### src/tvs_pkg.sv
`timescale 1ns / 1ps
`default_nettype none

package tvs_pkg;

  localparam int unsigned CRAM_AW = 11;
  localparam int unsigned VRAM_AW = 11;
  localparam int unsigned TRAM_AW = 12;
  localparam int unsigned PROM_AW = 5;
  localparam int unsigned PROM_DEPTH = 32;
  localparam int unsigned CRAM_DEPTH = 2048;
  localparam int unsigned VRAM_DEPTH = 2048;
  localparam int unsigned TRAM_DEPTH = 4096;

  localparam logic [7:0] RGB_W0 = 8'h21;
  localparam logic [7:0] RGB_W1 = 8'h47;
  localparam logic [7:0] RGB_W2 = 8'h97;

  typedef enum logic [1:0] {
    ACT_WRITE = 2'd0,
    ACT_READ  = 2'd1,
    ACT_PROM  = 2'd2,
    ACT_PIXEL = 2'd3
  } action_t;

  typedef enum logic [1:0] {
    RGN_NONE  = 2'd0,
    RGN_COLOR = 2'd1,
    RGN_VIDEO = 2'd2,
    RGN_TILE  = 2'd3
  } region_t;

  typedef struct packed {
    logic               we_color;
    logic               we_video;
    logic               we_tile;
    logic               re_color;
    logic               re_video;
    logic               re_tile;
    logic [CRAM_AW-1:0] addr_color;
    logic [VRAM_AW-1:0] addr_video;
    logic [TRAM_AW-1:0] addr_tile;
    logic [7:0]         wdata;
  } mem_req_t;

  function automatic region_t bus_region(input logic [15:0] addr);
    region_t rgn;
    rgn = RGN_NONE;
    if (addr[15:12] == 4'hF) begin
      rgn = RGN_TILE;
    end else if (addr[15:11] == 5'b11101) begin
      rgn = RGN_VIDEO;
    end else if (addr[15:11] == 5'b11100) begin
      rgn = RGN_COLOR;
    end
    return rgn;
  endfunction

  // resistor-weighted DAC, the weights sum to 8'hFF so the result fits in 8 bits
  function automatic logic [7:0] weigh(input logic b0, input logic b1, input logic b2);
    return ({8{b0}} & RGB_W0) + ({8{b1}} & RGB_W1) + ({8{b2}} & RGB_W2);
  endfunction

endpackage

`default_nettype wire

### src/tvs_palette.sv
`timescale 1ns / 1ps
`default_nettype none

module tvs_palette
  import tvs_pkg::*;
(
  input  wire logic               clk,
  input  wire logic               we,
  input  wire logic [PROM_AW-1:0] waddr,
  input  wire logic [7:0]         wdata,
  input  wire logic [PROM_AW-1:0] ridx,
  output logic [7:0]              red,
  output logic [7:0]              green,
  output logic [7:0]              blue
);

  logic [7:0] prom_r [PROM_DEPTH];
  logic [7:0] entry;

  always_ff @(posedge clk) begin
    if (we) begin
      prom_r[waddr] <= wdata;
    end
  end

  assign entry = prom_r[ridx];
  assign red   = weigh(entry[0], entry[1], entry[2]);
  assign green = weigh(entry[3], entry[4], entry[5]);
  assign blue  = weigh(1'b0, entry[6], entry[7]);

endmodule

`default_nettype wire

### config.mk
export PLATFORM = sky130hd
export DESIGN_NAME = tvs_palette
export DESIGN_NICKNAME = d
export VERILOG_FILES = /design/src/tvs_pkg.sv /design/src/tvs_palette.sv
export SDC_FILE = /design/constraint.sdc
export NUM_CORES = 1
export LEC_CHECK = 0
export BUFFER_PORTS_ARGS = -buffer_cell sky130_fd_sc_hd__buf_2
export CORE_MARGIN = 1.5
export CORE_UTILIZATION = 54
export CTS_CLUSTER_DIAMETER = 120
export DETAILED_ROUTE_END_ITERATION = 12
export PLACE_DENSITY = 0.71
export SETUP_SLACK_MARGIN = 0.1
export SYNTH_ARGS = -nofsm -noshare
export SYNTH_HDL_FRONTEND = slang
export SYNTH_SLANG_ARGS = --single-unit
### constraint.sdc
create_clock -name clk -period 3.32 [get_ports clk]
set_input_delay 0.166 -clock clk [delete_from_list [all_inputs] [get_ports clk]]
set_output_delay 0.166 -clock clk [all_outputs]
set_load 0.01 [all_outputs]
==> impl_metrics.json, run 1 <==
{
  "floorplan.io_pins": 44,
  "layout.nets": 510,
  "synthesis.area_per_instance_um2": 23.3,
  "power_frac_seq": 0.530,
  "hold_viol_final": 0,
  "setup_viol": 0,
  "routedWlPerCell_um": 27.5,
  "drt-initial-drc-count": 460,
  "cpPeakStageDelay_ns": 0.53,
  "worst_path_most_repeated_cell": "sky130_fd_sc_hd__mux4_2",
  "p_int_mw": 5.40,
  "grt_setup_unrepaired": "false",
  "antenna_found_initial": 0,
  "worst_slew_margin_rel": 0.407,
  "tritoncts": "yes",
  "startpoint_type": "flip-flop",
  "floorplan.die_area_um2": 19700,
  "netlist_area_um2": 10200,
  "power.density_nw_per_um2": 597,
  "synth_nets": 463,
  "final-max-slew-violation-count": 0,
  "tns_ns": 0,
  "htree_levels": 1,
  "first_global_vias": 4755,
  "tightest_hold_check_type": "in -> reg",
  "fp.dieH_um": 140,
  "post_cts.repair.setup_buffers": 0,
  "root_buffer": "sky130_fd_sc_hd__clkbuf_16",
  "fmax_ghz": 0.324,
  "finalCritPeriodShare": 0.929,
  "slowest_stage": "sky130_fd_sc_hd__mux4_2",
  "worstSetupPathType": "reg -> out",
  "place.gp.congestion": 0.801,
  "antenna-diode-count": 0,
  "drv.max_cap_violation_count": 0,
  "worstSetupEndpointType": "output port",
  "critical_path.n_buffers_inverters": 2,
  "numCtsBuffers": 24,
  "power.share.combinational": 0.070,
  "fp-row-count": 50,
  "crit_path_cell_trace": "mux4_2 > mux4_2 > mux2i_1 > fa_1 > inv_1 > buf_2",
  "cts-hold-fix-buffers": 0,
  "biggestRegsByFlops": "prom_r (256)",
  "detailedPlacementHpwl_um": 12700,
  "synthesis.yosys.warnings": 0,
  "clkSlewWorstSetupHoldPaths_ns": 0.06,
  "share_of_cells_above_drive_strength_1": 0.351,
  "cp_data_arrival_time_ns": 2.92,
  "dr_total_vias": 4599,
  "final_period_minus_worst_setup_slack_ns": 3.08,
  "number_of_clock_sinks": 256,
  "p_sw_mw": 1.40,
  "largest_register": "prom_r",
  "min-delay-start": "wdata[2]",
  "grt_pass1_wl_um": 30300,
  "initial_core_util": 0.548,
  "path_depth": 6,
  "ys_seq_area_frac": 0.755,
  "ys_seq_elements": 256,
  "globalRouteOverflowTotal": 0,
  "outcome": "finished, final reports clean",
  "max-clock-path-buffers": 3,
  "vdd_ir_drop_max_mv": 0.440,
  "max_slew.worst_pin.slew_ns": 0.886,
  "drt-total-wl_um": 20200,
  "power.switching_fraction": 0.206,
  "timing.critical_path.fanout_max": 2,
  "clock_power_share": 0.400,
  "setup.worst_path.start": "prom_r[19][0]",
  "post_cts.resized_instances": 0,
  "routed_via_density": 6.26,
  "ant_nets": 0,
  "filler_cell_count_in_the_final_layout": 1281,
  "hold_path_depth": 1,
  "critical-path-top-delay-family": "multiplexers",
  "largest_register_ffs": 256,
  "critical_path_required_ns": 3.15,
  "setup_slack_ns": 0.235,
  "power.leakage_nw": 3.62,
  "netlist_instances": 437,
  "grt.total_usage": 0.215,
  "dpl_worst_slack_ns": 0.369,
  "grt_max_degree": 34,
  "fp.coreArea_um2": 18600,
  "portBuffers": 42,
  "first_pass_iters": 5,
  "die_x_um": 140,
  "synth_cell_types": 19,
  "areaGrowthSynthToFinish_pct": 11.9,
  "drc": 0
}
power by group through the flow:
stage	clock network [mW]	logic (mW)	registers [mW]
global route	2.88	0.514	3.61
floorplan	0	0.298	3.67
global placement	0	0.471	3.67
detailed placement	0	0.480	3.67
finish	2.72	0.479	3.60
CTS	2.76	0.484	3.60
layout make-up:
cell class / count / area, um2 / area share
clock buffer: 29 / 641 / 0.0562
clock inverter: 14 / 144 / 0.0126
inverter: 5 / 18.8 / 0.00165
multi-input combinational: 148 / 2290 / 0.201
sequential: 256 / 7690 / 0.675
tap: 234 / 293 / 0.0257
timing repair buffer: 49 / 315 / 0.0277
path summary, 6_finish.rpt:
path	slack (ns)	end
max	0.24	red[0]
min	0.18	prom_r[18][2]
cells in the final DEF (no fill, tap or decap), drive strengths merged:
cell and n:
buf 49, bufinv 3, clkbuf 29, clkinv 11, conb 1, edfxtp 256, fa 4, ha 2
inv 5, mux2 8, mux2i 8, mux4 80, nand2 1, nand3 2, nand3b 5, nor2 33
or3 1, or3b 3
synthesized netlist by cell type:
cell,count,area share
sky130_fd_sc_hd__buf_1,9,0.0033
sky130_fd_sc_hd__buf_2,1,0.00049
sky130_fd_sc_hd__buf_4,7,0.0052
sky130_fd_sc_hd__buf_6,7,0.0077
sky130_fd_sc_hd__clkbuf_1,4,0.0015
sky130_fd_sc_hd__conb_1,1,0.00037
sky130_fd_sc_hd__edfxtp_1,256,0.76
sky130_fd_sc_hd__fa_1,4,0.0079
sky130_fd_sc_hd__ha_1,2,0.0025
sky130_fd_sc_hd__inv_1,5,0.0018
sky130_fd_sc_hd__mux2_2,8,0.0088
sky130_fd_sc_hd__mux2i_1,8,0.0079
sky130_fd_sc_hd__mux4_2,80,0.18
sky130_fd_sc_hd__nand2_1,1,0.00037
sky130_fd_sc_hd__nand3_1,2,0.00098
sky130_fd_sc_hd__nand3b_1,5,0.0037
sky130_fd_sc_hd__nor2_1,33,0.012
sky130_fd_sc_hd__or3_1,1,0.00061
sky130_fd_sc_hd__or3b_2,3,0.0026
layer usage:
| layer | GRT usage | vias up | wire (um) |
|---|---|---|---|
| met5 | 0 | - | 0 |
| met4 | 0.0626 | 0 | 445 |
| met3 | 0.0403 | 31 | 1370 |
| met2 | 0.336 | 194 | 9680 |
| met1 | 0.317 | 2448 | 8740 |
| li1 | - | 1926 | - |
cells by family (layout without fill, tap and decap cells):
logic type               count (synthesis)  in the layout  synth area share
flip-flops                             256            256             0.755
multiplexers                            96             96             0.194
AND/OR/NAND/NOR                         45             45            0.0204
buffers and inverters                   33             97            0.0200
adder cells (fa/ha/maj)                  6              6            0.0103
other                                    1              1          0.000368
through the flow:
stage / instances / utilization / hold WS (ns) / area, um2 / total power, mW
after floorplan: 437 / - / 0.265 / 10200 / 3.97
after global placement: 692 / 0.571 / 0.681 / 10600 / 4.14
after detailed placement: 692 / 0.571 / 0.715 / 10600 / 4.15
after CTS: 735 / 0.613 / 0.178 / 11400 / 6.85
after global routing: 735 / 0.613 / 0.192 / 11400 / 7.00
final: 735 / 0.613 / 0.175 / 11400 / 6.80
(Power assumes the default switching activity.)
==> run 2: changes to the inputs <==
--- a/config.mk
+++ b/config.mk
@@ -5,6 +5,7 @@
 export SDC_FILE = /design/constraint.sdc
 export NUM_CORES = 1
 export LEC_CHECK = 0
+export ABC_AREA = 1
 export BUFFER_PORTS_ARGS = -buffer_cell sky130_fd_sc_hd__buf_2
 export CORE_MARGIN = 1.5
 export CORE_UTILIZATION = 54
==> run 2 against run 1 <==
  * Clock power decreased by 2%
  * Non-clock buffer count increased by 1
  * Final cell count increased by 71%
==> impl_metrics.json, run 2 <==
{
  "areaGrowthSynthToFinish_pct": 8.91,
  "fp.dieH_um": 145,
  "synth_nets": 985,
  "max-clock-path-buffers": 3,
  "yosysTopAreaCellShare": 0.704,
  "clkSlewWorstSetupHoldPaths_ns": 0.06,
  "antenna-diode-count": 0,
  "synthTopCellsByArea": "sky130_fd_sc_hd__edfxtp_1, sky130_fd_sc_hd__nand2_1, sky130_fd_sc_hd__nand3_1, sky130_fd_sc_hd__buf_6, sky130_fd_sc_hd__nor2_1",
  "timing.critical_path.fanout_max": 63,
  "detailedPlacementHpwl_um": 14500,
  "finalCritPeriodShare": 0.754,
  "routed_via_density": 5.70,
  "largest_register": "prom_r",
  "setup_slack_ns": 0.816,
  "critical_path_required_ns": 3.15,
  "setup_viol": 0,
  "path_depth": 13,
  "crit_path_cell_trace": "buf_4 > clkinv_2 > buf_12 > nand2_1 > nand3_1 > nand3_1 > nand2_1 > nand2_1 > nand3_1 > nand2_1 > fa_1 > inv_1 > buf_2",
  "final_core_utilization": 0.605,
  "post_cts.resized_instances": 0,
  "grt_max_degree": 129,
  "power.density_nw_per_um2": 572,
  "yosys.cell_count.top_type": "sky130_fd_sc_hd__nand2_1",
  "fp-row-count": 51,
  "tns_ns": 0,
  "synthesis.yosys.warnings": 0,
  "netlist_area_um2": 10900,
  "worst_path_most_repeated_cell": "sky130_fd_sc_hd__nand2_1",
  "layout.nets": 1003,
  "ys_seq_elements": 256,
  "drt-total-wl_um": 25300,
  "dpl_worst_slack_ns": 0.847,
  "share_of_cells_above_drive_strength_1": 0.0844,
  "power.leakage_nw": 4.46,
  "placement.cell_area_um2": 11100,
  "worstSetupPathType": "in -> out",
  "hold_viol_final": 0,
  "die_x_um": 145,
  "slowest_stage": "sky130_fd_sc_hd__fa_1",
  "design_power_total_mw": 6.81,
  "htree_levels": 1,
  "biggestRegsByFlops": "prom_r (256)",
  "synth_cell_types": 14,
  "ys.flop_type": "sky130_fd_sc_hd__edfxtp_1",
  "number_of_clock_sinks": 256,
  "drv.max_cap_violation_count": 0,
  "routedWlPerCell_um": 20.1,
  "startpoint_type": "input pin",
  "critical-path-top-delay-family": "buffers and inverters",
  "numCtsBuffers": 27,
  "layout_common_cells": "sky130_fd_sc_hd__nand2_1, sky130_fd_sc_hd__edfxtp_1, sky130_fd_sc_hd__nand3_1, sky130_fd_sc_hd__buf_2, sky130_fd_sc_hd__nor2_1",
  "ant_nets": 0,
  "cts-hold-fix-buffers": 0,
  "max_slew.worst_pin.slew_ns": 0.975,
  "cp_data_arrival_time_ns": 2.34,
  "place.gp.congestion": 0.844,
  "globalRouteOverflowTotal": 0,
  "drt-initial-drc-count": 727,
  "yosys-top-cells-count": "sky130_fd_sc_hd__nand2_1, sky130_fd_sc_hd__edfxtp_1, sky130_fd_sc_hd__nand3_1, sky130_fd_sc_hd__nor2_1, sky130_fd_sc_hd__buf_6",
  "cell_total_after_placement": 1213,
  "worst_slew_margin_rel": 0.348,
  "tritoncts": "yes",
  "synth_top_cell_by_area": "sky130_fd_sc_hd__edfxtp_1",
  "tightest_hold_check_type": "in -> reg",
  "critical_path.n_buffers_inverters": 5,
  "portBuffers": 42,
  "final_period_minus_worst_setup_slack_ns": 2.50,
  "vdd_ir_drop_max_mv": 0.492,
  "netlist_instances": 959,
  "timing.critical_path.to": "green[0]",
  "fmax_ghz": 0.399,
  "floorplan.die_area_um2": 21100,
  "initial_core_util": 0.556,
  "grt.total_usage": 0.242,
  "root_buffer": "sky130_fd_sc_hd__clkbuf_16",
  "grt_pass1_wl_um": 39200,
  "final.hold.worst_slack_ns": 0.165,
  "first_pass_iters": 5,
  "mostFrequentLayoutCell": "sky130_fd_sc_hd__nand2_1",
  "finalNonFillerCells": 1260,
  "antenna_found_initial": 0,
  "fp.coreArea_um2": 19700,
  "stdcell_area_um2": 11900,
  "ys_seq_area_frac": 0.704,
  "first_global_vias": 6944,
  "async_flop_share": 0,
  "grt_setup_unrepaired": "false",
  "drc": 0,
  "synth-edff-count": 256,
  "outcome": "finished, final reports clean",
  "floorplan.io_pins": 44,
  "worstSetupEndpointType": "output port",
  "largest_register_ffs": 256,
  "dr_total_vias": 7181,
  "synthesis.area_per_instance_um2": 11.4,
  "post_cts.repair.setup_buffers": 0,
  "final-max-slew-violation-count": 0,
  "setup.worst_path.start": "ridx[0]",
  "cpPeakStageDelay_ns": 0.53
}
run 2: kinds of logic after synthesis:
family | count (synthesis) | synth area share
and+or+nand+nor | 620 | 0.238
other | 1 | 0.000343
adders and majority gates | 6 | 0.00962
buffers and inverters | 76 | 0.0479
DFF | 256 | 0.704
run 2: final cells by class:
class	count	area (um2)
timing repair buffer	50	335
multi-input combinational	627	2710
clock buffer	34	702
inverter	15	57.6
fill	1572	7760
sequential	256	7690
tap	265	332
clock inverter	13	70.1
run 2: power breakdown:
group / total, mW / internal (mW) / switching, mW / leakage, nW
Clock: 2.66 / 1.49 / 1.17 / 0.377
Sequential: 3.61 / 3.60 / 0.00841 / 2.31
Combinational: 0.542 / 0.150 / 0.391 / 1.77
run 2: metal layers:
metal	track usage	part of all wire	vias to the layer above
li1	-	-	3345
met2	0.389	0.47	342
met3	0.0302	0.079	67
met1	0.343	0.41	3427
met4	0.0883	0.033	0
met5	0	0	-
run 2: worst min path at each step:
| stage | from | to | slack [ns] | cells after the start |
|---|---|---|---|---|
| final | wdata[3] | prom_r[30][3] | 0.16 | 1 |
| after global routing | wdata[3] | prom_r[30][3] | 0.19 | 1 |
| after CTS | wdata[3] | prom_r[30][3] | 0.16 | 1 |
| after detailed placement | wdata[3] | prom_r[10][3] | 0.72 | 1 |
| after global placement | wdata[3] | prom_r[10][3] | 0.71 | 1 |
| after floorplan | wdata[0] | prom_r[0][0] | 0.26 | 0 |
==> run 3: changes to the inputs <==
==> constraint.sdc (replaced) <==
create_clock -name clk -period 2.4 [get_ports clk]
set_input_delay 0.12 -clock clk [delete_from_list [all_inputs] [get_ports clk]]
set_output_delay 0.12 -clock clk [all_outputs]
set_load 0.01 [all_outputs]
==> run 3 against run 2 <==
  * Via count up 3.2%
  * Sequential cell count unchanged
  * Setup slack worse by 0.70 ns
  * Cell area up 6.9%
  * Wire length up 1.0%
  * Largest power group unchanged
  * Sequential power up 38%
  * Critical path type is now reg -> out
  * Sequential share of layout area down 4.2 points
  * Combinational power up 59%
  * Core utilization up 4.2 points
  * Global-route usage up 0.13 points
==> impl_metrics.json, run 3 (same netlist as run 2, synthesis figures left out) <==
{
  "power.leakage_nw": 4.86,
  "grt_max_degree": 65,
  "outcome": "finished, final reports clean",
  "portBuffers": 42,
  "fmax_ghz": 0.437,
  "dr_total_vias": 7412,
  "drc": 0,
  "biggestRegsByFlops": "prom_r (256)",
  "final-max-slew-violation-count": 0,
  "power.share.combinational": 0.086,
  "power_frac_seq": 0.497,
  "floorplan.die_area_um2": 21100,
  "drv.max_cap_violation_count": 0,
  "tightest_hold_check_type": "in -> reg",
  "vdd_ir_drop_max_mv": 0.560,
  "worstSetupPathType": "reg -> out",
  "htree_levels": 1,
  "ant_nets": 0,
  "clock_power_share": 0.417,
  "worst_slew_margin_rel": 0.500,
  "grt.total_usage": 0.244,
  "share_of_cells_above_drive_strength_1": 0.190,
  "holdPathEnd": "prom_r[16][6]",
  "antenna-diode-count": 0,
  "drt-initial-drc-count": 703,
  "worstSetupEndpointType": "output port",
  "critical_path_required_ns": 2.28,
  "first_pass_iters": 5,
  "fp.dieH_um": 145,
  "die_x_um": 145,
  "detailedPlacementHpwl_um": 15100,
  "largest_register": "prom_r",
  "first_global_vias": 7034,
  "hold_path_depth": 1,
  "largest_register_ffs": 256,
  "routed_via_density": 5.67,
  "routedWlPerCell_um": 19.6,
  "grt_setup_unrepaired": "true",
  "finalCritPeriodShare": 0.954,
  "final.hold.worst_slack_ns": 0.148,
  "layout_common_cells": "sky130_fd_sc_hd__nand2_1, sky130_fd_sc_hd__edfxtp_1, sky130_fd_sc_hd__nand3_1, sky130_fd_sc_hd__buf_4, sky130_fd_sc_hd__buf_2",
  "drt-total-wl_um": 25600,
  "tns_ns": 0,
  "numCtsBuffers": 26,
  "p_int_mw": 7.83,
  "setup_viol": 0,
  "number_of_clock_sinks": 256,
  "mostFrequentLayoutCell": "sky130_fd_sc_hd__nand2_1",
  "max-clock-path-buffers": 3,
  "tritoncts": "yes",
  "fp.coreArea_um2": 19700,
  "power.density_nw_per_um2": 790,
  "fp-row-count": 51,
  "final_period_minus_worst_setup_slack_ns": 2.29,
  "min-delay-start": "wdata[6]",
  "timing.critical_path.fanout_max": 2,
  "grt_pass1_wl_um": 39400,
  "power.switching_fraction": 0.220,
  "filler_cell_count_in_the_final_layout": 1465,
  "areaGrowthSynthToFinish_pct": 16.4,
  "layout.nets": 1050,
  "startpoint_type": "flip-flop",
  "cts-hold-fix-buffers": 0,
  "root_buffer": "sky130_fd_sc_hd__clkbuf_16",
  "p_sw_mw": 2.21,
  "clkSlewWorstSetupHoldPaths_ns": 0.06,
  "antenna_found_initial": 0,
  "place.gp.congestion": 0.833,
  "initial_core_util": 0.556,
  "globalRouteOverflowTotal": 0,
  "max_slew.worst_pin.slew_ns": 0.750,
  "floorplan.io_pins": 44,
  "cp_data_arrival_time_ns": 2.17,
  "hold_viol_final": 0
}
## run 3: worst max-delay path by stage
| stage | from | end | slack, ns | depth (start not counted) |
|---|---|---|---|---|
| after detailed placement | ridx[0] | green[0] | 0.26 | 13 |
| after floorplan | ridx[1] | green[2] | 0.59 | 11 |
| after global routing | prom_r[9][4] | green[0] | -0.002 | 10 |
| after CTS | prom_r[11][5] | green[1] | 0.08 | 10 |
| after global placement | ridx[2] | green[0] | 0.27 | 11 |
| final | prom_r[11][3] | green[0] | 0.11 | 10 |
## run 3: critical path: stages, from the launching register on
cell                       delay [ns]
sky130_fd_sc_hd__edfxtp_1        0.37
sky130_fd_sc_hd__nand2_1         0.08
sky130_fd_sc_hd__nand3_2         0.09
sky130_fd_sc_hd__nand3_2         0.11
sky130_fd_sc_hd__nand2_2         0.08
sky130_fd_sc_hd__nand2_2         0.08
sky130_fd_sc_hd__nand3_2         0.09
sky130_fd_sc_hd__nand2_4         0.12
sky130_fd_sc_hd__fa_1            0.45
sky130_fd_sc_hd__inv_1           0.07
sky130_fd_sc_hd__buf_2           0.12
## run 3: final cells by class
class,count,area [um2],share of cell area
Inverter,15,57.6,0.00453
Multi-Input combinational cell,627,2970,0.234
Clock buffer,33,698,0.0549
Sequential cell,256,7690,0.605
Timing Repair Buffer,98,787,0.0619
Tap cell,265,332,0.0261
Clock inverter,13,181,0.0143
## run 3: stage by stage
step	utilization	worst slack [ns]	std cells	power [mW]	cell area (um2)
global placement	0.587	0.272	1259	5.86	11500
floorplan	-	0.591	959	5.57	10900
CTS	0.637	0.0819	1305	10.0	12500
global route	0.647	-0.00249	1307	10.3	12700
detailed placement	0.587	0.259	1259	5.87	11500
finish	0.647	0.111	1307	10.0	12700
## run 3: timing repair
item                       CTS  global route
cloned                       0             0
buffers inserted             0             2
resized for setup           27            44
hold endpoints to repair     0             0
setup endpoints to repair    7             8
pin swaps                   15            39
## run 3: power by group through the flow
| stage | Sequential, mW | Combinational (mW) | Clock (mW) |
|---|---|---|---|
| 2_1_floorplan | 5.08 | 0.493 | 0 |
| 3_3_place_gp | 5.08 | 0.780 | 0 |
| 3_5_place_dp | 5.08 | 0.792 | 0 |
| 4_1_cts | 4.99 | 0.816 | 4.24 |
| 5_1_grt | 4.99 | 0.945 | 4.39 |
| 6_report | 4.99 | 0.864 | 4.19 |
## run 3: metal layers
layer,part of all wire,vias up,track usage
li1,-,3444,-
met5,0,-,0
met3,0.083,53,0.0431
met4,0.025,0,0.0832
met1,0.42,3564,0.339
met2,0.48,351,0.390
